<file path="config.mk">
export PLATFORM = sky130hd
export DESIGN_NAME = split_radix_fft_plan_sequencer_flat
export DESIGN_NICKNAME = d
export VERILOG_FILES = /design/src/hw/rtl/srfft_pkg.sv /design/src/hw/rtl/srfft_if.sv /design/src/hw/rtl/split_radix_fft_plan_sequencer.sv /design/src/hw/rtl/srfft_cell.sv /design/src/hw/rtl/srfft_expand.sv /design/src/flat_wrapper.sv
export SDC_FILE = /design/constraint.sdc
export NUM_CORES = 2
export LEC_CHECK = 0
export BUFFER_PORTS_ARGS = -buffer_cell sky130_fd_sc_hd__buf_4
export CAP_MARGIN = 0
export CORE_MARGIN = 3
export CORE_UTILIZATION = 35
export DETAILED_ROUTE_END_ITERATION = 7
export GPL_TIMING_DRIVEN = 0
export PLACE_DENSITY_LB_ADDON = 0.1
export SLEW_MARGIN = 10
export SYNTH_ARGS = -nofsm -noshare
export SYNTH_HDL_FRONTEND = slang
export SYNTH_SLANG_ARGS = --single-unit
</file>
<file path="constraint.sdc">
create_clock -name i_clk -period 15.7 [get_ports i_clk]
set_input_delay 3.14 -clock i_clk [delete_from_list [all_inputs] [get_ports i_clk]]
set_output_delay 3.14 -clock i_clk [all_outputs]
set_load 0.02 [all_outputs]
</file>
<file path="src/hw/rtl/srfft_pkg.sv">
// Shared types and constants of the split-radix FFT plan sequencer.
package srfft_pkg;

    // Largest transform exponent and number of stack cells.
    localparam int MAX_SIZE_LOG2 = 16;
    localparam int STACK_DEPTH   = 34;

    // Field widths of one plan entry and of the stack fill count.
    localparam int START_W = 16;
    localparam int LG_W    = 5;
    localparam int CNT_W   = $clog2(STACK_DEPTH + 1);

    // Reset value of the size register.
    localparam logic [LG_W-1:0] SIZE_LOG2_RESET = LG_W'(10);

    // Operation kinds of a plan entry.
    typedef enum logic [1:0] {
        KIND_SPLIT = 2'd0,
        KIND_R4    = 2'd1,
        KIND_R2    = 2'd2
    } t_kind;

    // One plan entry as held in a stack cell.
    typedef struct packed {
        t_kind              kind;
        logic [START_W-1:0] start;
        logic [LG_W-1:0]    lg;
    } t_node;

    // Shift control broadcast to every stack cell.
    typedef struct packed {
        logic push;  // pop one, push three: cell takes its push source
        logic pop;   // pop one, push none: cell takes the neighbor below it
    } t_shift;

endpackage

</file>
<file path="src/hw/rtl/srfft_if.sv">
// Channel interfaces of the split-radix FFT plan sequencer.

// Request channel: one word asks for the next plan entry.
interface srfft_req_if;
    logic valid;
    logic ready;
    logic restart;

    modport source (output valid, output restart, input ready);
    modport sink (input valid, input restart, output ready);
endinterface

// Result channel: one word carries one plan entry.
interface srfft_res_if;
    logic        valid;
    logic        ready;
    logic        valid_res;
    logic [1:0]  op_kind;
    logic [15:0] start_index;
    logic [4:0]  block_log2;
    logic        last;

    modport source (output valid, output valid_res, output op_kind, output start_index,
                    output block_log2, output last, input ready);
    modport sink (input valid, input valid_res, input op_kind, input start_index,
                  input block_log2, input last, output ready);
endinterface

// Configuration channel: one word writes the size exponent.
interface srfft_cfg_if;
    logic       valid;
    logic       ready;
    logic [4:0] size_log2;

    modport source (output valid, output size_log2, input ready);
    modport sink (input valid, input size_log2, output ready);
endinterface

</file>
<file path="src/hw/rtl/split_radix_fft_plan_sequencer.sv">
// Top level of the split-radix FFT plan sequencer: stack of cells and result register.
//
//   channel   | direction | word
//   ----------+-----------+-------------------------------------------------
//   i_req     | in        | restart
//   o_res     | out       | valid_res, op_kind, start_index, block_log2, last
//   i_cfg     | in        | size_log2 (always ready)
//
// One request word is taken per cycle unless o_res stalls; its entry appears on o_res
// in the next cycle. The rate is set by the top stack cell: it is popped and expanded
// combinationally, and all cells shift by one or two places at the same edge.
// A new request is taken while the result register is empty or being drained.
// Reset empties the stack and sets the size exponent to ten.
module split_radix_fft_plan_sequencer
    import srfft_pkg::*;
(
    input  logic         i_clk,
    input  logic         i_rst_n,
    srfft_req_if.sink    i_req,
    srfft_res_if.source  o_res,
    srfft_cfg_if.sink    i_cfg
);

    logic [LG_W-1:0]  r_size_log2;
    logic [CNT_W-1:0] r_count;
    logic [CNT_W-1:0] n_count;
    logic             r_out_valid;
    t_node            r_out_node;
    logic             r_out_hit;
    logic             r_out_last;

    logic             w_accept;
    logic [LG_W-1:0]  w_seed_lg;
    t_node            w_seed;
    t_node            w_top;
    logic             w_nonempty;
    logic             w_has_kids;
    t_node [2:0]      w_child;
    logic [CNT_W:0]   w_sum;
    t_shift           w_ctl;
    t_node            w_cell [STACK_DEPTH];

    // Configuration register, always ready.
    assign i_cfg.ready = 1'b1;

    always_ff @(posedge i_clk) begin
        if (!i_rst_n) begin
            r_size_log2 <= SIZE_LOG2_RESET;
        end else if (i_cfg.valid) begin
            r_size_log2 <= i_cfg.size_log2;
        end
    end

    // Handshake: take a request when the result register is free.
    assign i_req.ready = !r_out_valid || o_res.ready;
    assign w_accept    = i_req.valid && i_req.ready;

    // Seed entry of a restart, with the exponent saturated.
    assign w_seed_lg = (r_size_log2 > LG_W'(MAX_SIZE_LOG2)) ? LG_W'(MAX_SIZE_LOG2)
                                                             : r_size_log2;
    always_comb begin
        w_seed.start = '0;
        w_seed.lg    = w_seed_lg;
        if (w_seed_lg >= LG_W'(3)) begin
            w_seed.kind = KIND_SPLIT;
        end else if (w_seed_lg == LG_W'(2)) begin
            w_seed.kind = KIND_R4;
        end else begin
            w_seed.kind = KIND_R2;
        end
    end

    // Entry popped this cycle: the seed on restart, else the top cell.
    assign w_top      = i_req.restart ? w_seed : w_cell[0];
    assign w_nonempty = i_req.restart ? (w_seed_lg != '0) : (r_count != '0);

    srfft_expand u_expand (
        .i_node     (w_top),
        .o_has_kids (w_has_kids),
        .o_child    (w_child)
    );

    // Fill count after the pop and any pushes, held at the stack depth.
    assign w_sum = i_req.restart ? (CNT_W+1)'(w_has_kids ? 3 : 0)
                                 : (CNT_W+1)'(r_count) - (CNT_W+1)'(1)
                                   + (CNT_W+1)'(w_has_kids ? 3 : 0);

    always_comb begin
        n_count = r_count;
        if (w_accept) begin
            if (!w_nonempty) begin
                n_count = '0;
            end else if (w_sum > (CNT_W+1)'(STACK_DEPTH)) begin
                n_count = CNT_W'(STACK_DEPTH);
            end else begin
                n_count = w_sum[CNT_W-1:0];
            end
        end
    end

    always_ff @(posedge i_clk) begin
        if (!i_rst_n) begin
            r_count <= '0;
        end else begin
            r_count <= n_count;
        end
    end

    // Shift control for the chain of cells.
    assign w_ctl.push = w_accept && w_nonempty && w_has_kids;
    assign w_ctl.pop  = w_accept && w_nonempty && !w_has_kids;

    // Chain of stack cells: cell 0 is the top of the stack.
    for (genvar k = 0; k < STACK_DEPTH; k++) begin : g_cell
        t_node w_push_src;
        t_node w_pop_src;

        if (k < 3) begin : g_load
            assign w_push_src = w_child[k];
        end else begin : g_down
            assign w_push_src = w_cell[k-2];
        end

        if (k < STACK_DEPTH - 1) begin : g_up
            assign w_pop_src = w_cell[k+1];
        end else begin : g_bottom
            assign w_pop_src = w_cell[k];
        end

        srfft_cell u_cell (
            .i_clk      (i_clk),
            .i_ctl      (w_ctl),
            .i_push_src (w_push_src),
            .i_pop_src  (w_pop_src),
            .o_node     (w_cell[k])
        );
    end

    // Result register control.
    always_ff @(posedge i_clk) begin
        if (!i_rst_n) begin
            r_out_valid <= 1'b0;
        end else if (w_accept) begin
            r_out_valid <= 1'b1;
        end else if (o_res.ready) begin
            r_out_valid <= 1'b0;
        end
    end

    // Result register payload.
    always_ff @(posedge i_clk) begin
        if (w_accept) begin
            r_out_node <= w_top;
            r_out_hit  <= w_nonempty;
            r_out_last <= w_nonempty && (n_count == '0);
        end
    end

    // An exhausted plan reads as all zeros.
    assign o_res.valid       = r_out_valid;
    assign o_res.valid_res   = r_out_hit;
    assign o_res.op_kind     = r_out_hit ? r_out_node.kind : 2'd0;
    assign o_res.start_index = r_out_hit ? r_out_node.start : '0;
    assign o_res.block_log2  = r_out_hit ? r_out_node.lg : '0;
    assign o_res.last        = r_out_last;

endmodule

</file>
<file path="src/hw/rtl/srfft_cell.sv">
// One cell of the shifting plan stack.
module srfft_cell
    import srfft_pkg::*;
(
    input  logic   i_clk,
    input  t_shift i_ctl,
    input  t_node  i_push_src,
    input  t_node  i_pop_src,
    output t_node  o_node
);

    t_node r_node;
    t_node n_node;

    // Select the next entry: a push moves entries down, a pop moves them up.
    always_comb begin
        n_node = r_node;
        if (i_ctl.push) begin
            n_node = i_push_src;
        end else if (i_ctl.pop) begin
            n_node = i_pop_src;
        end
    end

    // Payload register, no reset needed.
    always_ff @(posedge i_clk) begin
        r_node <= n_node;
    end

    assign o_node = r_node;

endmodule

</file>
<file path="src/hw/rtl/srfft_expand.sv">
// Expansion of a split node into its three children.
module srfft_expand
    import srfft_pkg::*;
(
    input  t_node       i_node,
    output logic        o_has_kids,
    output t_node [2:0] o_child
);

    logic [START_W-1:0] w_half;
    logic [START_W-1:0] w_quarter;

    // Half and quarter block sizes, only meaningful for exponents of five and up.
    assign w_half    = START_W'(1) << (i_node.lg - LG_W'(1));
    assign w_quarter = START_W'(1) << (i_node.lg - LG_W'(2));

    // Only a split of size eight or more has children.
    assign o_has_kids = (i_node.kind == KIND_SPLIT) && (i_node.lg >= LG_W'(3));

    // Child 0 ends up on top of the stack, so it is visited first.
    always_comb begin
        if (i_node.lg >= LG_W'(5)) begin
            o_child[0] = '{kind: KIND_SPLIT, start: i_node.start,
                           lg: i_node.lg - LG_W'(1)};
            o_child[1] = '{kind: KIND_SPLIT, start: i_node.start + w_half,
                           lg: i_node.lg - LG_W'(2)};
            o_child[2] = '{kind: KIND_SPLIT, start: i_node.start + w_half + w_quarter,
                           lg: i_node.lg - LG_W'(2)};
        end else if (i_node.lg == LG_W'(4)) begin
            o_child[0] = '{kind: KIND_SPLIT, start: i_node.start, lg: LG_W'(3)};
            o_child[1] = '{kind: KIND_R4, start: i_node.start + START_W'(8), lg: LG_W'(2)};
            o_child[2] = '{kind: KIND_R4, start: i_node.start + START_W'(12), lg: LG_W'(2)};
        end else begin
            o_child[0] = '{kind: KIND_R4, start: i_node.start, lg: LG_W'(2)};
            o_child[1] = '{kind: KIND_R2, start: i_node.start + START_W'(4), lg: LG_W'(1)};
            o_child[2] = '{kind: KIND_R2, start: i_node.start + START_W'(6), lg: LG_W'(1)};
        end
    end

endmodule

</file>
<file path="src/flat_wrapper.sv">
// flat-port wrapper written by rule: the top's interface ports become plain ports
module split_radix_fft_plan_sequencer_flat import srfft_pkg::*;
  (i_clk, i_rst_n, i_req_valid, i_req_restart, i_req_ready, o_res_valid, o_res_valid_res, o_res_op_kind, o_res_start_index, o_res_block_log2, o_res_last, o_res_ready, i_cfg_valid, i_cfg_size_log2, i_cfg_ready);
  srfft_req_if i_req_i ();
  srfft_res_if o_res_i ();
  srfft_cfg_if i_cfg_i ();
  input  logic i_clk;
  input  logic i_rst_n;
  input wire logic [$bits(i_req_i.valid)-1:0] i_req_valid;
  input wire logic [$bits(i_req_i.restart)-1:0] i_req_restart;
  output wire logic [$bits(i_req_i.ready)-1:0] i_req_ready;
  output wire logic [$bits(o_res_i.valid)-1:0] o_res_valid;
  output wire logic [$bits(o_res_i.valid_res)-1:0] o_res_valid_res;
  output wire logic [$bits(o_res_i.op_kind)-1:0] o_res_op_kind;
  output wire logic [$bits(o_res_i.start_index)-1:0] o_res_start_index;
  output wire logic [$bits(o_res_i.block_log2)-1:0] o_res_block_log2;
  output wire logic [$bits(o_res_i.last)-1:0] o_res_last;
  input wire logic [$bits(o_res_i.ready)-1:0] o_res_ready;
  input wire logic [$bits(i_cfg_i.valid)-1:0] i_cfg_valid;
  input wire logic [$bits(i_cfg_i.size_log2)-1:0] i_cfg_size_log2;
  output wire logic [$bits(i_cfg_i.ready)-1:0] i_cfg_ready;
  assign i_req_i.valid = i_req_valid;
  assign i_req_i.restart = i_req_restart;
  assign i_req_ready = i_req_i.ready;
  assign o_res_valid = o_res_i.valid;
  assign o_res_valid_res = o_res_i.valid_res;
  assign o_res_op_kind = o_res_i.op_kind;
  assign o_res_start_index = o_res_i.start_index;
  assign o_res_block_log2 = o_res_i.block_log2;
  assign o_res_last = o_res_i.last;
  assign o_res_i.ready = o_res_ready;
  assign i_cfg_i.valid = i_cfg_valid;
  assign i_cfg_i.size_log2 = i_cfg_size_log2;
  assign i_cfg_ready = i_cfg_i.ready;
  split_radix_fft_plan_sequencer u_core (.i_clk(i_clk), .i_rst_n(i_rst_n), .i_req(i_req_i), .o_res(o_res_i), .i_cfg(i_cfg_i));
endmodule
</file>
==> qor.csv <==
stage,metric,value,unit
floorplanning,Core Region,106000,µm²
sta,RSZ-0062 raised after global routing,false,
critical_path,WP data arrival,9710,ps
run_status,status,completed,
routing,DR iter-0 viols,2096,
placement,I/O Buffers,35,
floorplanning,full die area,111000,µm²
routing,DR vias/cell,4.86,
grt,gr ovfl total,0,
grt,Total Routing Usage GR,18.9,%
routing,# DRC,0,
grt,initial antenna violation count,0,
sta,Tcrit/Tclk final,59.3,%
layout,Area Overhead vs Synth,13.9,%
floorplanning,boundary pin count,39,
critical_path,CP startpoint,i_req_restart,
placement,Placed Cells,5210,
logic_synthesis,"Cell Area, Synth",37500,µm²
placement,Routability Congestion,0.829,
logic_synthesis,number of enable flip-flop cells after synthesis,807,
clocking,clock sink count,819,
sta,setup TNS,0,ps
pwr,P_leak,18.0,nW
sta,hold_ws,446,ps
job,Max-Cap Viols,0,
critical_path,Setup Crit Path Kind,primary input to register,
layout,share of cells above drive strength 1,7.47,%
grt,vias in the first global route,26796,
critical_path,startpoint type of the worst setup path,primary input,
pwr,PD cells,148,nW/µm²
logic_synthesis,"FF+latch count, synth",819,
clocking,CTS tree,built,
critical_path,Setup crit end,u_core.g_cell[2].u_cell.o_node[20],
logic_synthesis,Synth Flop Type,edfxtp_1,
routing,Routed WL per cell,19.9,µm
critical_path,flop-to-flop setup slack,8830,ps
floorplanning,Chip Width,333,µm
clocking,# H-tree levels,3,
routing,final WL,107,mm
critical_path,CP Data Required Time,16100,ps
floorplanning,die span in y,333,µm
grt,global-route wire length before repair,162,mm
sta,Setup Viol. Count Final,0,
placement,HPWL Detailed,78.3,mm
layout,"most common cell after layout, fill and taps aside",nand2_1,
clocking,PostCTS Resize Cnt,0,
critical_path,R2R depth,25,
min_path,worst hold start,u_core.g_cell[31].u_cell.o_node[22],
layout,fill count,10672,
layout,Antenna Cells,0,
sta,min cycle time layout,9300,ps
layout,most frequent cells in the layout,"nand2_1, edfxtp_1, clkbuf_1, buf_2, clkbuf_16",
layout,"Core Util, Final",40.4,%
sta,Clock Skews,21.5,ps
layout,post-route insts no fill,5379,
floorplanning,Initial Util,35.4,%
clocking,CTS Buffer Depth,3,
min_path,Hold Crit Class,register to register,
critical_path,R2R Path End,u_core.g_cell[2].u_cell.o_node[20],
logic_synthesis,Mapped Cells,3775,
sta,Fmax,107,MHz
routing,first-pass detailed-route iteration total,6,
sta,final hold vios,0,
critical_path,"critical path fanouts, max",10,
clocking,Hold Buf Count CTS,0,
routing,Vias,26155,
critical_path,CP endpoint kind,register,
sta,Slew HR,29.1,%
logic_synthesis,Synth Warn #,0,
sta,Worst-Margin Slew,1060,ps
logic_synthesis,Synthesized Nets,3844,
layout,Layout Nets,3982,
logic_synthesis,post-synthesis sequential area ratio,65.2,%
clocking,Worst-path clk slew,60,ps
clocking,Root Driver,clkbuf_16,
clocking,Worst-Skew Late Latency,650,ps
routing,Post-DRT Antenna Nets,0,
critical_path,worst r2r src,u_core.g_cell[0].u_cell.o_node[1],
sta,count of pins over their slew limit,0,
logic_synthesis,Post-Syn Area per Cell,9.94,µm²
pwr,Peak VDD IR,0.0901,mV
logic_synthesis,Synth cell types,75,
logic_synthesis,asr flop ratio synth,0,%
floorplanning,num rows,119,
grt,largest net degree at the start of global routing,106,
clocking,CTS Buf Count,92,
clocking,Post-CTS Repair Setup Buffers,0,
[logic make-up after synthesis]
| group | Yosys count | share of synthesized area [%] |
|---|---|---|
| buf+inv | 224 | 2.65 |
| other cells | 1 | 0.00999 |
| fa+ha+maj | 58 | 1.99 |
| compound gates | 189 | 3.15 |
| xor+xnor | 60 | 1.40 |
| simple gates | 2412 | 25.2 |
| mux | 12 | 0.360 |
| flops | 819 | 65.2 |
[synth_stat cells (24+ instances only)]
library cell | n | area, µm²
nand2_1 | 2187 | 8210
edfxtp_1 | 807 | 24200
buf_2 | 101 | 505
clkbuf_1 | 82 | 308
nor2_1 | 64 | 240
ha_1 | 55 | 688
a21oi_1 | 54 | 270
o21ai_0 | 53 | 265
and2_1 | 47 | 294
xnor2_1 | 38 | 333
inv_1 | 30 | 113
nor2b_1 | 24 | 150
[worst min path at each step]
stage	cells past startpoint	slack, ps	to
2_1_floorplan	0	430	u_core.g_cell[33].u_cell.o_node[0]
3_3_place_gp	0	430	u_core.g_cell[33].u_cell.o_node[3]
3_5_place_dp	0	430	u_core.g_cell[33].u_cell.o_node[22]
4_1_cts	0	440	u_core.g_cell[33].u_cell.o_node[22]
5_1_grt	0	460	u_core.g_cell[33].u_cell.o_node[22]
6_report	0	450	u_core.g_cell[33].u_cell.o_node[22]
[registers in the layout (all words and copies together) (netlist names)]
name,cells
u_core.r_size_log2,5
u_core.o_res.last,1
u_core.o_res.valid,1
u_core.g_cell.u_cell.o_node,782
u_core.r_out_node,23
u_core.r_count,6
u_core.o_res.valid_res,1
[power by group]
group	switching [mW]	internal [mW]	total, mW
clock	0.905	1.25	2.16
sequential	0.207	2.91	3.12
combinational	0.740	0.323	1.06
total	1.85	4.49	6.34
[final cells by class]
class	count	area, µm²	share of cell area [%]
clock buffer	117	2430	5.68
multi-input combinational	2732	12100	28.2
inverter	33	124	0.290
sequential	819	24500	57.3
tap	1391	1740	4.07
timing repair buffer	44	503	1.18
buffer	191	881	2.06
clock inverter	52	526	1.23
[worst max-delay path: stages]
cell	delay (ps)
buf_6	120
buf_6	150
o21ai_0	710
inv_1	350
ha_1	370
xnor2_1	190
nor2_1	450
and3_1	290
ha_1	260
a211oi_1	200
nor2_1	110
o31a_1	320
o21a_1	210
o21ai_0	150
nand2b_1	70
a21oi_1	210
xnor2_1	260
ha_1	360
and3_1	180
a221oi_1	250
o21ai_0	210
a211oi_1	360
o21bai_1	130
a21oi_1	380
o32a_1	220
nand2_1	50
[per-layer routing]
layer / global-route usage, % / up-vias / share of wire (%)
li1: - / 12734 / -
met1: 25.1 / 12870 / 45
met2: 33.3 / 425 / 50
met3: 2.07 / 126 / 2.9
met4: 4.40 / 0 / 2.0
met5: 0 / - / 0
[metrics by stage]
step | setup WS [ps] | area [µm²] | power [mW]
after CTS | 6490 | 42700 | 6.42
after global placement | -9310 | 39500 | 4.38
after detailed placement | 5820 | 39800 | 4.24
final | 6400 | 42700 | 6.34
after global routing | 6010 | 42700 | 6.66
after floorplan | 37.3 | 37500 | 3.88
Power figures use the tool's default switching activity.
